## src/rtl/cfd_pkg.sv

```systemverilog
// cfd_pkg: types, codes and the crc-16 ccitt byte step shared by the deframer
// no dependencies; compiled first

package cfd_pkg;

  localparam int CFD_MAX_PAYLOAD = 1024;
  localparam int HDR_BYTES       = 12;
  localparam int CFG_IDX_W       = 2;
  localparam int CFG_DATA_W      = 32;

  localparam logic [15:0] CRC_POLY  = 16'h1021;
  localparam logic [10:0] COUNT_SAT = 11'h7FF;

  typedef enum logic [CFG_IDX_W-1:0] {
    CFG_MAGIC     = 2'd0,
    CFG_VERSION   = 2'd1,
    CFG_CRC_START = 2'd2
  } cfg_reg_t;

  typedef enum logic [2:0] {
    VERDICT_OK          = 3'd0,
    VERDICT_TOO_SHORT   = 3'd1,
    VERDICT_BAD_MAGIC   = 3'd2,
    VERDICT_BAD_VERSION = 3'd3,
    VERDICT_TOO_LONG    = 3'd4,
    VERDICT_BAD_CRC     = 3'd5
  } verdict_t;

  localparam logic KIND_PAYLOAD = 1'b0;
  localparam logic KIND_VERDICT = 1'b1;

  typedef struct packed {
    logic [31:0] magic_word;
    logic [7:0]  version_byte;
    logic [15:0] crc_start;
  } cfg_t;

  typedef struct packed {
    logic        item_kind;
    logic [7:0]  payload_byte;
    verdict_t    verdict;
    logic [7:0]  frame_kind;
    logic [31:0] sequence_number;
    logic [10:0] payload_count;
    logic [15:0] received_crc;
  } result_t;

  typedef struct packed {
    logic frame_clear;
    logic verdict_given;
  } parser_status_t;

  function automatic logic [15:0] crc16_byte(logic [15:0] crc, logic [7:0] b);
    logic [15:0] c;
    c = crc ^ {b, 8'h00};
    for (int i = 0; i < 8; i++) begin
      c = c[15] ? ({c[14:0], 1'b0} ^ CRC_POLY) : {c[14:0], 1'b0};
    end
    return c;
  endfunction

endpackage

```

## src/rtl/cfd_if.sv

```systemverilog
// cfd_rx_if / cfd_tx_if: valid-ready channels of the deframer
// depends on cfd_pkg

interface cfd_rx_if;
  import cfd_pkg::*;
  logic       valid;
  logic       ready;
  logic [7:0] rx_byte;
  logic       buffer_end;

  modport source (output valid, output rx_byte, output buffer_end, input ready);
  modport sink   (input valid, input rx_byte, input buffer_end, output ready);
endinterface

interface cfd_tx_if;
  import cfd_pkg::*;
  logic        valid;
  logic        ready;
  logic        item_kind;
  logic [7:0]  payload_byte;
  logic [2:0]  verdict;
  logic [7:0]  frame_kind;
  logic [31:0] sequence_number;
  logic [10:0] payload_count;
  logic [15:0] received_crc;

  modport source (output valid, output item_kind, output payload_byte, output verdict,
                  output frame_kind, output sequence_number, output payload_count,
                  output received_crc, input ready);
  modport sink   (input valid, input item_kind, input payload_byte, input verdict,
                  input frame_kind, input sequence_number, input payload_count,
                  input received_crc, output ready);
endinterface

```

## src/rtl/crc16_frame_deframer.sv

```systemverilog
// crc16_frame_deframer: top level, config registers, parser and result buffer
// depends on cfd_pkg, cfd_if, cfd_parser and cfd_skid
//
//   channel  dir  payload                                  request moved when
//   rx_ch    in   rx_byte, buffer_end                      valid && ready
//   tx_ch    out  item_kind, payload_byte, verdict,        valid && ready
//                 frame_kind, sequence_number,
//                 payload_count, received_crc
//   cfg      in   cfg_we, cfg_index, cfg_data              cfg_we
//
// one byte per cycle while rx ready; results are registered in the result buffer
// the crc step and header compare sit between the frame state and the result stage
// a two-entry result buffer lets rx take one more result while tx is stalled
// rx ready drops only while both result entries are full
// sync reset clears frame state, result valids and config, crc seeds to ffff

module crc16_frame_deframer #(
  parameter int MAX_PAYLOAD = cfd_pkg::CFD_MAX_PAYLOAD
) (
  input  logic                            clk,
  input  logic                            rst,
  cfd_rx_if.sink                          rx_ch,
  cfd_tx_if.source                        tx_ch,
  input  logic                            cfg_we,
  input  logic [cfd_pkg::CFG_IDX_W-1:0]   cfg_index,
  input  logic [cfd_pkg::CFG_DATA_W-1:0]  cfg_data
);
  import cfd_pkg::*;

  cfg_t           cfg;
  logic           accept;
  logic           res_valid;
  result_t        res;
  result_t        tx_data;
  parser_status_t status;

  always_ff @(posedge clk) begin
    if (rst) begin
      cfg.magic_word   <= '0;
      cfg.version_byte <= '0;
      cfg.crc_start    <= 16'hFFFF;
    end else if (cfg_we) begin
      unique case (cfg_reg_t'(cfg_index))
        CFG_MAGIC:     cfg.magic_word   <= cfg_data;
        CFG_VERSION:   cfg.version_byte <= cfg_data[7:0];
        CFG_CRC_START: cfg.crc_start    <= cfg_data[15:0];
        default:       ;
      endcase
    end
  end

  assign accept = rx_ch.valid && rx_ch.ready;

  cfd_parser #(
    .MAX_PAYLOAD(MAX_PAYLOAD)
  ) u_parser (
    .clk       (clk),
    .rst       (rst),
    .cfg       (cfg),
    .accept    (accept),
    .rx_byte   (rx_ch.rx_byte),
    .buffer_end(rx_ch.buffer_end),
    .res_valid (res_valid),
    .res       (res),
    .status    (status)
  );

  cfd_skid u_skid (
    .clk      (clk),
    .rst      (rst),
    .in_valid (accept && res_valid),
    .in_ready (rx_ch.ready),
    .in_data  (res),
    .out_valid(tx_ch.valid),
    .out_ready(tx_ch.ready),
    .out_data (tx_data)
  );

  assign tx_ch.item_kind       = tx_data.item_kind;
  assign tx_ch.payload_byte    = tx_data.payload_byte;
  assign tx_ch.verdict         = tx_data.verdict;
  assign tx_ch.frame_kind      = tx_data.frame_kind;
  assign tx_ch.sequence_number = tx_data.sequence_number;
  assign tx_ch.payload_count   = tx_data.payload_count;
  assign tx_ch.received_crc    = tx_data.received_crc;

`ifndef SYNTHESIS
  a_ready_low_means_full: assert property (@(posedge clk) disable iff (rst)
    !rx_ch.ready |-> tx_ch.valid)
    else $error("rx stalled with an empty output stage");

  a_end_clears_frame: assert property (@(posedge clk) disable iff (rst)
    accept && rx_ch.buffer_end |=> status.frame_clear)
    else $error("frame state not cleared after buffer end");

  a_payload_item_clean: assert property (@(posedge clk) disable iff (rst)
    tx_ch.valid && (tx_ch.item_kind == KIND_PAYLOAD) |->
      (tx_ch.verdict == VERDICT_OK) && (tx_ch.payload_count == '0))
    else $error("payload item carries verdict fields");

  a_no_item_after_verdict: assert property (@(posedge clk) disable iff (rst)
    accept && status.verdict_given |=> !(tx_ch.valid && !$past(tx_ch.valid)))
    else $error("result produced after the frame verdict");
`endif

endmodule

```

## src/rtl/cfd_parser.sv

```systemverilog
// cfd_parser: per-byte frame state, header capture, crc update and result build
// depends on cfd_pkg

module cfd_parser #(
  parameter int MAX_PAYLOAD = cfd_pkg::CFD_MAX_PAYLOAD
) (
  input  logic                    clk,
  input  logic                    rst,
  input  cfd_pkg::cfg_t           cfg,
  input  logic                    accept,
  input  logic [7:0]              rx_byte,
  input  logic                    buffer_end,
  output logic                    res_valid,
  output cfd_pkg::result_t        res,
  output cfd_pkg::parser_status_t status
);
  import cfd_pkg::*;

  localparam int IDX_W = $clog2(MAX_PAYLOAD + HDR_BYTES + 3);
  localparam logic [IDX_W-1:0] HDR_IDX  = IDX_W'(HDR_BYTES);
  localparam logic [IDX_W-1:0] LAST_HDR = HDR_IDX - 1'b1;
  localparam logic [IDX_W-1:0] ERR_IDX  = HDR_IDX + 1'b1;

  logic [IDX_W-1:0] byte_index, byte_index_next;
  logic [15:0]      crc_acc, crc_acc_next;
  logic [31:0]      magic_seen, magic_seen_next;
  logic [7:0]       version_seen, version_seen_next;
  logic [7:0]       kind_seen, kind_seen_next;
  logic [15:0]      length_seen, length_seen_next;
  logic [31:0]      sequence_seen, sequence_seen_next;
  logic [15:0]      crc_seen, crc_seen_next;
  verdict_t         pending_error, pending_error_next;
  logic             verdict_given, verdict_given_next;

  logic [15:0]      crc_seed;
  logic [15:0]      crc_upd;
  logic [IDX_W-1:0] payload_end;

  function automatic result_t make_verdict(verdict_t code, logic [7:0] kind,
                                           logic [31:0] seq, logic [15:0] len,
                                           logic [15:0] crc);
    result_t r;
    r                 = '0;
    r.item_kind       = KIND_VERDICT;
    r.verdict         = code;
    r.frame_kind      = kind;
    r.sequence_number = seq;
    r.payload_count   = (len > 16'(COUNT_SAT)) ? COUNT_SAT : len[10:0];
    r.received_crc    = crc;
    return r;
  endfunction

  assign crc_seed    = (byte_index == '0) ? cfg.crc_start : crc_acc;
  assign crc_upd     = crc16_byte(crc_seed, rx_byte);
  assign payload_end = HDR_IDX + IDX_W'(length_seen);

  always_comb begin
    byte_index_next    = byte_index;
    crc_acc_next       = crc_acc;
    magic_seen_next    = magic_seen;
    version_seen_next  = version_seen;
    kind_seen_next     = kind_seen;
    length_seen_next   = length_seen;
    sequence_seen_next = sequence_seen;
    crc_seen_next      = crc_seen;
    pending_error_next = pending_error;
    verdict_given_next = verdict_given;
    res_valid          = 1'b0;
    res                = '0;

    if (!verdict_given) begin
      if (byte_index < HDR_IDX) begin
        crc_acc_next = crc_upd;
        case (byte_index[3:0])
          4'd0:    magic_seen_next[7:0]      = rx_byte;
          4'd1:    magic_seen_next[15:8]     = rx_byte;
          4'd2:    magic_seen_next[23:16]    = rx_byte;
          4'd3:    magic_seen_next[31:24]    = rx_byte;
          4'd4:    version_seen_next         = rx_byte;
          4'd5:    kind_seen_next            = rx_byte;
          4'd6:    length_seen_next[7:0]     = rx_byte;
          4'd7:    length_seen_next[15:8]    = rx_byte;
          4'd8:    sequence_seen_next[7:0]   = rx_byte;
          4'd9:    sequence_seen_next[15:8]  = rx_byte;
          4'd10:   sequence_seen_next[23:16] = rx_byte;
          4'd11:   sequence_seen_next[31:24] = rx_byte;
          default: ;
        endcase
        if (byte_index == LAST_HDR) begin
          if (magic_seen_next != cfg.magic_word)
            pending_error_next = VERDICT_BAD_MAGIC;
          else if (version_seen_next != cfg.version_byte)
            pending_error_next = VERDICT_BAD_VERSION;
          else if (length_seen_next > 16'(MAX_PAYLOAD))
            pending_error_next = VERDICT_TOO_LONG;
        end
        if (buffer_end) begin
          res_valid = 1'b1;
          res = make_verdict(VERDICT_TOO_SHORT, kind_seen_next, sequence_seen_next,
                             length_seen_next, crc_seen);
        end
      end else if (pending_error != VERDICT_OK) begin
        if (byte_index == ERR_IDX) begin
          res_valid = 1'b1;
          res = make_verdict(pending_error, kind_seen, sequence_seen, length_seen, crc_seen);
        end else if (buffer_end) begin
          res_valid = 1'b1;
          res = make_verdict(VERDICT_TOO_SHORT, kind_seen, sequence_seen, length_seen,
                             crc_seen);
        end
      end else if (byte_index < payload_end) begin
        crc_acc_next = crc_upd;
        res_valid    = 1'b1;
        if (buffer_end) begin
          res = make_verdict(VERDICT_TOO_SHORT, kind_seen, sequence_seen, length_seen,
                             crc_seen);
        end else begin
          res.item_kind    = KIND_PAYLOAD;
          res.payload_byte = rx_byte;
        end
      end else if (byte_index == payload_end) begin
        crc_seen_next = {8'h00, rx_byte};
        if (buffer_end) begin
          res_valid = 1'b1;
          res = make_verdict(VERDICT_TOO_SHORT, kind_seen, sequence_seen, length_seen,
                             crc_seen_next);
        end
      end else begin
        crc_seen_next = {rx_byte, crc_seen[7:0]};
        res_valid     = 1'b1;
        res = make_verdict((crc_seen_next == crc_acc) ? VERDICT_OK : VERDICT_BAD_CRC,
                           kind_seen, sequence_seen, length_seen, crc_seen_next);
      end

      if (res_valid && (res.item_kind == KIND_VERDICT))
        verdict_given_next = 1'b1;
      else
        byte_index_next = byte_index + 1'b1;
    end

    if (buffer_end) begin
      byte_index_next    = '0;
      crc_acc_next       = cfg.crc_start;
      magic_seen_next    = '0;
      version_seen_next  = '0;
      kind_seen_next     = '0;
      length_seen_next   = '0;
      sequence_seen_next = '0;
      crc_seen_next      = '0;
      pending_error_next = VERDICT_OK;
      verdict_given_next = 1'b0;
    end
  end

  always_ff @(posedge clk) begin
    if (rst) begin
      byte_index    <= '0;
      crc_acc       <= 16'hFFFF;
      magic_seen    <= '0;
      version_seen  <= '0;
      kind_seen     <= '0;
      length_seen   <= '0;
      sequence_seen <= '0;
      crc_seen      <= '0;
      pending_error <= VERDICT_OK;
      verdict_given <= 1'b0;
    end else if (accept) begin
      byte_index    <= byte_index_next;
      crc_acc       <= crc_acc_next;
      magic_seen    <= magic_seen_next;
      version_seen  <= version_seen_next;
      kind_seen     <= kind_seen_next;
      length_seen   <= length_seen_next;
      sequence_seen <= sequence_seen_next;
      crc_seen      <= crc_seen_next;
      pending_error <= pending_error_next;
      verdict_given <= verdict_given_next;
    end
  end

  assign status.frame_clear   = (byte_index == '0) && !verdict_given &&
                                (pending_error == VERDICT_OK);
  assign status.verdict_given = verdict_given;

endmodule

```

## src/rtl/cfd_skid.sv

```systemverilog
// cfd_skid: two-entry result register, output stage plus skid stage
// depends on cfd_pkg for the result type

module cfd_skid (
  input  logic             clk,
  input  logic             rst,
  input  logic             in_valid,
  output logic             in_ready,
  input  cfd_pkg::result_t in_data,
  output logic             out_valid,
  input  logic             out_ready,
  output cfd_pkg::result_t out_data
);
  import cfd_pkg::*;

  result_t main_data;
  result_t skid_data;
  logic    main_valid;
  logic    skid_valid;

  assign in_ready  = !skid_valid;
  assign out_valid = main_valid;
  assign out_data  = main_data;

  always_ff @(posedge clk) begin
    if (rst) begin
      main_valid <= 1'b0;
      skid_valid <= 1'b0;
    end else if (!main_valid || out_ready) begin
      if (skid_valid) begin
        main_valid <= 1'b1;
        skid_valid <= 1'b0;
      end else begin
        main_valid <= in_valid;
      end
    end else if (in_valid && !skid_valid) begin
      skid_valid <= 1'b1;
    end
  end

  always_ff @(posedge clk) begin
    if (!main_valid || out_ready) begin
      main_data <= skid_valid ? skid_data : in_data;
    end
    if (main_valid && !out_ready && !skid_valid) begin
      skid_data <= in_data;
    end
  end

endmodule

```

## src/flat_wrapper.sv

```systemverilog
// flat-port wrapper written by rule: the top's interface ports become plain ports
module crc16_frame_deframer_flat import cfd_pkg::*;
#(
  parameter int MAX_PAYLOAD = cfd_pkg::CFD_MAX_PAYLOAD
)
  (clk, rst, cfg_we, cfg_index, cfg_data, rx_ch_valid, rx_ch_rx_byte, rx_ch_buffer_end, rx_ch_ready, tx_ch_valid, tx_ch_item_kind, tx_ch_payload_byte, tx_ch_verdict, tx_ch_frame_kind, tx_ch_sequence_number, tx_ch_payload_count, tx_ch_received_crc, tx_ch_ready);
  cfd_rx_if rx_ch_i ();
  cfd_tx_if tx_ch_i ();
  input  logic clk;
  input  logic rst;
  input  logic cfg_we;
  input  logic [cfd_pkg::CFG_IDX_W-1:0] cfg_index;
  input  logic [cfd_pkg::CFG_DATA_W-1:0] cfg_data;
  input wire logic [$bits(rx_ch_i.valid)-1:0] rx_ch_valid;
  input wire logic [$bits(rx_ch_i.rx_byte)-1:0] rx_ch_rx_byte;
  input wire logic [$bits(rx_ch_i.buffer_end)-1:0] rx_ch_buffer_end;
  output wire logic [$bits(rx_ch_i.ready)-1:0] rx_ch_ready;
  output wire logic [$bits(tx_ch_i.valid)-1:0] tx_ch_valid;
  output wire logic [$bits(tx_ch_i.item_kind)-1:0] tx_ch_item_kind;
  output wire logic [$bits(tx_ch_i.payload_byte)-1:0] tx_ch_payload_byte;
  output wire logic [$bits(tx_ch_i.verdict)-1:0] tx_ch_verdict;
  output wire logic [$bits(tx_ch_i.frame_kind)-1:0] tx_ch_frame_kind;
  output wire logic [$bits(tx_ch_i.sequence_number)-1:0] tx_ch_sequence_number;
  output wire logic [$bits(tx_ch_i.payload_count)-1:0] tx_ch_payload_count;
  output wire logic [$bits(tx_ch_i.received_crc)-1:0] tx_ch_received_crc;
  input wire logic [$bits(tx_ch_i.ready)-1:0] tx_ch_ready;
  assign rx_ch_i.valid = rx_ch_valid;
  assign rx_ch_i.rx_byte = rx_ch_rx_byte;
  assign rx_ch_i.buffer_end = rx_ch_buffer_end;
  assign rx_ch_ready = rx_ch_i.ready;
  assign tx_ch_valid = tx_ch_i.valid;
  assign tx_ch_item_kind = tx_ch_i.item_kind;
  assign tx_ch_payload_byte = tx_ch_i.payload_byte;
  assign tx_ch_verdict = tx_ch_i.verdict;
  assign tx_ch_frame_kind = tx_ch_i.frame_kind;
  assign tx_ch_sequence_number = tx_ch_i.sequence_number;
  assign tx_ch_payload_count = tx_ch_i.payload_count;
  assign tx_ch_received_crc = tx_ch_i.received_crc;
  assign tx_ch_i.ready = tx_ch_ready;
  crc16_frame_deframer #(.MAX_PAYLOAD(MAX_PAYLOAD)) u_core (.clk(clk), .rst(rst), .rx_ch(rx_ch_i), .tx_ch(tx_ch_i), .cfg_we(cfg_we), .cfg_index(cfg_index), .cfg_data(cfg_data));
endmodule
```

## config.mk

```make
export PLATFORM = sky130hd
export DESIGN_NAME = crc16_frame_deframer_flat
export DESIGN_NICKNAME = d
export VERILOG_FILES = /design/src/rtl/cfd_pkg.sv /design/src/rtl/cfd_if.sv /design/src/rtl/crc16_frame_deframer.sv /design/src/rtl/cfd_parser.sv /design/src/rtl/cfd_skid.sv /design/src/flat_wrapper.sv
export SDC_FILE = /design/constraint.sdc
export NUM_CORES = 1
export LEC_CHECK = 0
export BUFFER_PORTS_ARGS = -buffer_cell sky130_fd_sc_hd__buf_4
export CORE_MARGIN = 8
export CORE_UTILIZATION = 50
export DETAILED_ROUTE_END_ITERATION = 8
export PLACE_DENSITY = 0.82
export SETUP_SLACK_MARGIN = 0.1
export SLEW_MARGIN = 30
export SYNTH_ARGS = -nofsm -noshare
export SYNTH_HDL_FRONTEND = slang
export SYNTH_HIERARCHICAL = 1
export SYNTH_SLANG_ARGS = --single-unit
```

## constraint.sdc

```tcl
create_clock -name clk -period 6.8 [get_ports clk]
set_clock_uncertainty 0.1 [all_clocks]
set_input_delay 0.68 -clock clk [delete_from_list [all_inputs] [get_ports clk]]
set_output_delay 0.68 -clock clk [all_outputs]
set_load 0.02 [all_outputs]
```

; ---- Word level (Yosys, flattened, before mapping)
; Cells that the tools add are included.
[totals]
reg_bits = 359
in_bits = 48
out_inout_bits = 81
wordCells = 199
[op_classes]
addsub = 2
order_cmp = 5
n_eq_ne = 25
muxes = 99
bitwise_logic = 9
n_reduce_logical = 29
[op_table]
columns = cell, count
row1 = 79-bit two-way mux, 11
row2 = 8-bit two-way mux, 32
row3 = 16-bit two-way mux, 15
row4 = 32-bit two-way mux, 6
row5 = 13-bit two-way mux, 8
row6 = 68-bit two-way mux, 1
row7 = 11-bit two-way mux, 5
row8 = "16-bit by 11-bit > comparator with 1-bit output, second input constant", 3
row9 = 32-bit inequality test, 1
row10 = 3-bit two-way mux, 8
row11 = 3-bit NOT, 8
row12 = "11-bit by 4-bit == test with 1-bit output, second input constant", 2
row13 = 16-bit == test, 1
row14 = "4-bit by 3-bit == test with 1-bit output, second input constant", 4
row15 = "4-bit == test, second input constant", 4
row16 = 16-bit bitwise XOR, 1
row17 = 1-bit two-way mux, 12
row18 = "11-bit by 1-bit adder with 11-bit output, second input constant", 1
row19 = "4-bit by 11-bit adder with 11-bit output, first input constant", 1
row20 = 11-bit == test, 1
row21 = 11-bit logical NOT, 1
row22 = 11-bit less-than comparator, 1
row23 = "11-bit by 4-bit less-than comparator with 1-bit output, second input constant", 1
row24 = "2-bit inequality test, second input constant", 5
row25 = other kinds (21), 36

; ---- Logic depth before layout (Yosys ltp)
[logic_depth]
ltp_word = 24
ltp_mapped = 16
ltp_nobuf = 15

; ---- Hierarchy
; The synthesis kept the hierarchy.
[modules_own_cells]
columns = module, n_inst, cells_per_inst, area_each_um2, seq_area_each_um2
row1 = cfd_parser, 1, 1187, 9406.5, 2862.7
row2 = cfd_skid, 1, 254, 6162.2, 4784.6
row3 = crc16_frame_deframer, 1, 239, 2414.8, 1121.1

; ---- Worst setup path after synthesis
; OpenSTA, ideal clock, no wires.
[synth_timing]
kind = input port to flip-flop
start = input port tx_ch_ready
end = register u_core/u_skid/skid_data[0] in the netlist's numbering (enable)
setup_time_ns = 0.516
arrival_ns = 6.106
required_time_ns = 6.184
slack_ns = 0.077
cell_stages = 2
path_buffers = 0
path_cell_list = nand2b_1 -> nor2_1
[synth_via]
elab_chain_len = 3
[synth_lines]
columns = item, line_no
row1 = from (decl), flat_wrapper.sv:26  ; input wire logic [$bits(tx_ch_i.ready)-1:0] tx_ch_ready;
row2 = 1-bit logical NOT, cfd_skid.sv:45  ; if (main_valid && !out_ready && !skid_valid) begin
row3 = 1-bit logical AND (2 in a row), cfd_skid.sv:45
row4 = to (signal assigned), cfd_skid.sv:46  ; skid_data <= in_data;
row5 = to (decl), cfd_skid.sv:17  ; result_t skid_data;
; No other way between the ends.
; A chain may end at the register's enable or synchronous reset.

==> summary.md <==
| Metric | Value |
|---|---|
| Run status | `finished, final reports clean` |
| Core Rows | `69` |
| RSZ-0062 raised after global routing | `no` |
| First-pass GRT wire length | `72.8 mm` |
| Hpwl dp | `29.9 mm` |
| CTS H-Tree Depth | `2` |
| DR vias/cell | `6.10` |
| Die area | `0.0423 mm^2` |
| CTS Sinks | `359` |
| Vias in the first global route | `around 13,000` |
| Final period util | `0.624` |
| Placed Instances | `2,157` |
| Worst-Skew Late Latency | `0.53 ns` |
| IO buf count | `128` |
| Leakage | `7.69 nW` |
| Syn avg cell area | `10.7 um^2` |
| Largest net degree at the start of global routing | `124` |
| Post-Route Setup TNS | `0 ns` |
| Syn_nets | `1,742` |
| Area of the core | `roughly 0.035 mm^2` |
| CP required | `roughly 7 ns` |
| WS Path Type | `reg -> reg` |
| Internal Power | `roughly 0.0036 W` |
| Vias after detailed routing | `about 14,000` |
| Final core occ | `0.569` |
| GRT Util Overall | `0.213` |
| Worst-path cell chain | `inv_1 -> ha_1 -> nor2_1 -> nand3_1 -> xor2_1 -> ha_1 -> nand4_1 -> nor3_1 -> a211o_1 -> a21o_1 -> buf_4 -> nor2_1 -> mux2_4` |
| PwrDens | `238 mW/mm^2` |
| Critical Path AT | `4.42 ns` |
| Nets | `1,802` |
| CTS tree | `yes` |
| Slowest cell on crit path | `nor3_1` |
| CTS Hold Bufs | `0` |
| Peak Freq | `236 MHz` |
| Boundary pin count | `129` |
| Post-DR wirelength/cell | `20.9 um` |
| Sw frac | `0.243` |
| Initial DRT Pass Iterations | `6` |
| Gr ovfl total | `0` |
| Relative slew slack | `0.308` |
| Ant. Diodes | `0` |
| Initial core utilization | `0.506` |
| Final worst slack | `2.56 ns` |
| Hold/Removal Path Class | `in -> reg` |
| Worst vdd ir | `0.189 mV` |
| CP max stage delay | `0.67 ns` |
| Height of the die | `206 um` |
| Fillers | `2,977` |
| Total wire length | `46.5 mm` |
| Clock share of power | `0.419` |
| CTS Buf Count | `39` |
| Max cap viols | `0` |
| Worst-Margin Slew | `1.03 ns` |
| ANT nets after route | `0` |
| Initial antenna violation count | `0` |
| CP Launch Type | `flip-flop` |
| Flop pwr share | `0.488` |
| Endpoints failing setup | `0` |
| Fin cells | `2,226` |
| Die W | `approximately 200 um` |
| DRC | `0` |
| Placer Congestion | `about 0.9` |
| Post-place setup slack | `between 2 and 3 ns` |
| Share of cells above drive strength 1 | `0.178` |
| Clk root buf | `clkbuf_16` |
| Crit-path max FO | `52` |
| Fin crit period | `4.24 ns` |
| P_sw | `0.00117 W` |
| Setup Fix Bufs, Post-CTS | `0` |
| Resized Gates After CTS | `0` |
| Synthesized area | `0.0180 mm^2` |
| Comb power frac | `0.093` |
| CTS max path bufs | `3` |
| DR iter-0 viols | `~1,500` |
| Clock-pin slew on the worst setup and hold paths | `0.06 ns` |
| Post-synthesis instance total | `1,678` |
| Hold Violations, Final | `0` |
| Area Overhead vs Synth | `12.4%` |
| Final Slew Violations | `0` |
| Warnings, synthesis | `6` |
| CP Capture Type | `flip-flop` |
-- through the flow --
stage	instance area [um^2]	hold WS (ns)	power (W)
after global routing	20200	0.324	0.00494
after CTS	20200	0.313	0.00483
after detailed placement	19000	0.361	0.00283
after global placement	18900	0.359	0.00282
final	20200	0.326	0.00480
after floorplan	18000	0.343	0.00268
-- registers in the layout, summed over array words and instances, names as in the netlist, 3 cells and up --
name                           flops
u_core/u_skid/skid_data           79
u_core/u_parser/version_seen       8
u_core/u_parser/magic_seen        32
u_core/u_parser/crc_seen          16
u_core/u_parser/pending_error      3
u_core/u_skid/out_data            79
u_core/u_parser/kind_seen          8
u_core/cfg                        56
u_core/u_parser/length_seen       16
u_core/u_parser/crc_acc           16
u_core/u_parser/byte_index        11
u_core/u_parser/sequence_seen     32
-- final cells by class --
class,count,area (um^2),area share
sequential,359,8770,0.434
inverter,46,173,0.00855
multi-input combinational,1152,8380,0.415
timing repair buffer,140,1090,0.0538
clock inverter,9,96.3,0.00477
tap,461,577,0.0286
clock buffer,59,1100,0.0546
-- routing by layer --
layer | global-route usage | part of all wire | vias up
met5 | 0 | 0 | -
met4 | 0.0781 | 0.033 | 0
met3 | 0.0351 | 0.078 | 125
met2 | 0.348 | 0.47 | 613
met1 | 0.280 | 0.42 | 6605
li1 | - | - | 6232
-- power by group through the flow --
stage                     Sequential (W)  Clock [W]  Combinational [W]
after floorplan                  0.00240          0           0.000283
after global placement           0.00239          0           0.000431
after detailed placement         0.00239          0           0.000438
after CTS                        0.00234    0.00205           0.000439
after global routing             0.00235    0.00212           0.000474
final                            0.00234    0.00201           0.000446
-- path summary, 6_finish.rpt --
kind,endpoint,cells after the start,slack (ns),from
setup / recovery,u_core/u_skid/out_data[38],13,2.56,u_core/u_parser/length_seen[2]
hold / removal,u_core/cfg[42],3,0.33,cfg_data[18]
setup reg to reg,u_core/u_skid/out_data[38],13,2.56,u_core/u_parser/length_seen[2]
hold reg to reg,u_core/u_parser/crc_seen[13],1,0.38,u_core/u_parser/crc_seen[13]
-- cells in the final DEF (no fill, tap or decap), types with 11 or more instances in the layout --
cell       count
nor2_1       234
dfxtp_1      200
edfxtp_1     158
buf_4        136
mux2i_1      108
a22oi_1      104
nand2b_1      91
mux2_4        77
a21oi_1       53
nand2_1       45
xnor2_1       44
inv_1         42
clkbuf_16     40
xor2_1        28
nor3_1        25
o21ai_0       22
a31oi_1       21
and2_1        20
nand3_1       20
o22ai_1       18
clkbuf_1      16
a22o_1        16
ha_1          16
nand4_1       14
nor4_1        14
o21ai_1       14
a21o_1        11
-- critical path: cells and delay by family (launching register included) --
kind | cells | cell delay (ns)
AND/OR/NAND/NOR | 5 | 1.33
flip-flops | 1 | 0.49
XOR/XNOR | 1 | 0.17
adder cells (fa/ha/maj) | 2 | 0.55
buffers and inverters | 2 | 0.55
multiplexers | 1 | 0.31
AO/OA/AOI/OAI | 2 | 0.44
Note: power is estimated with default switching activity, not from simulation.
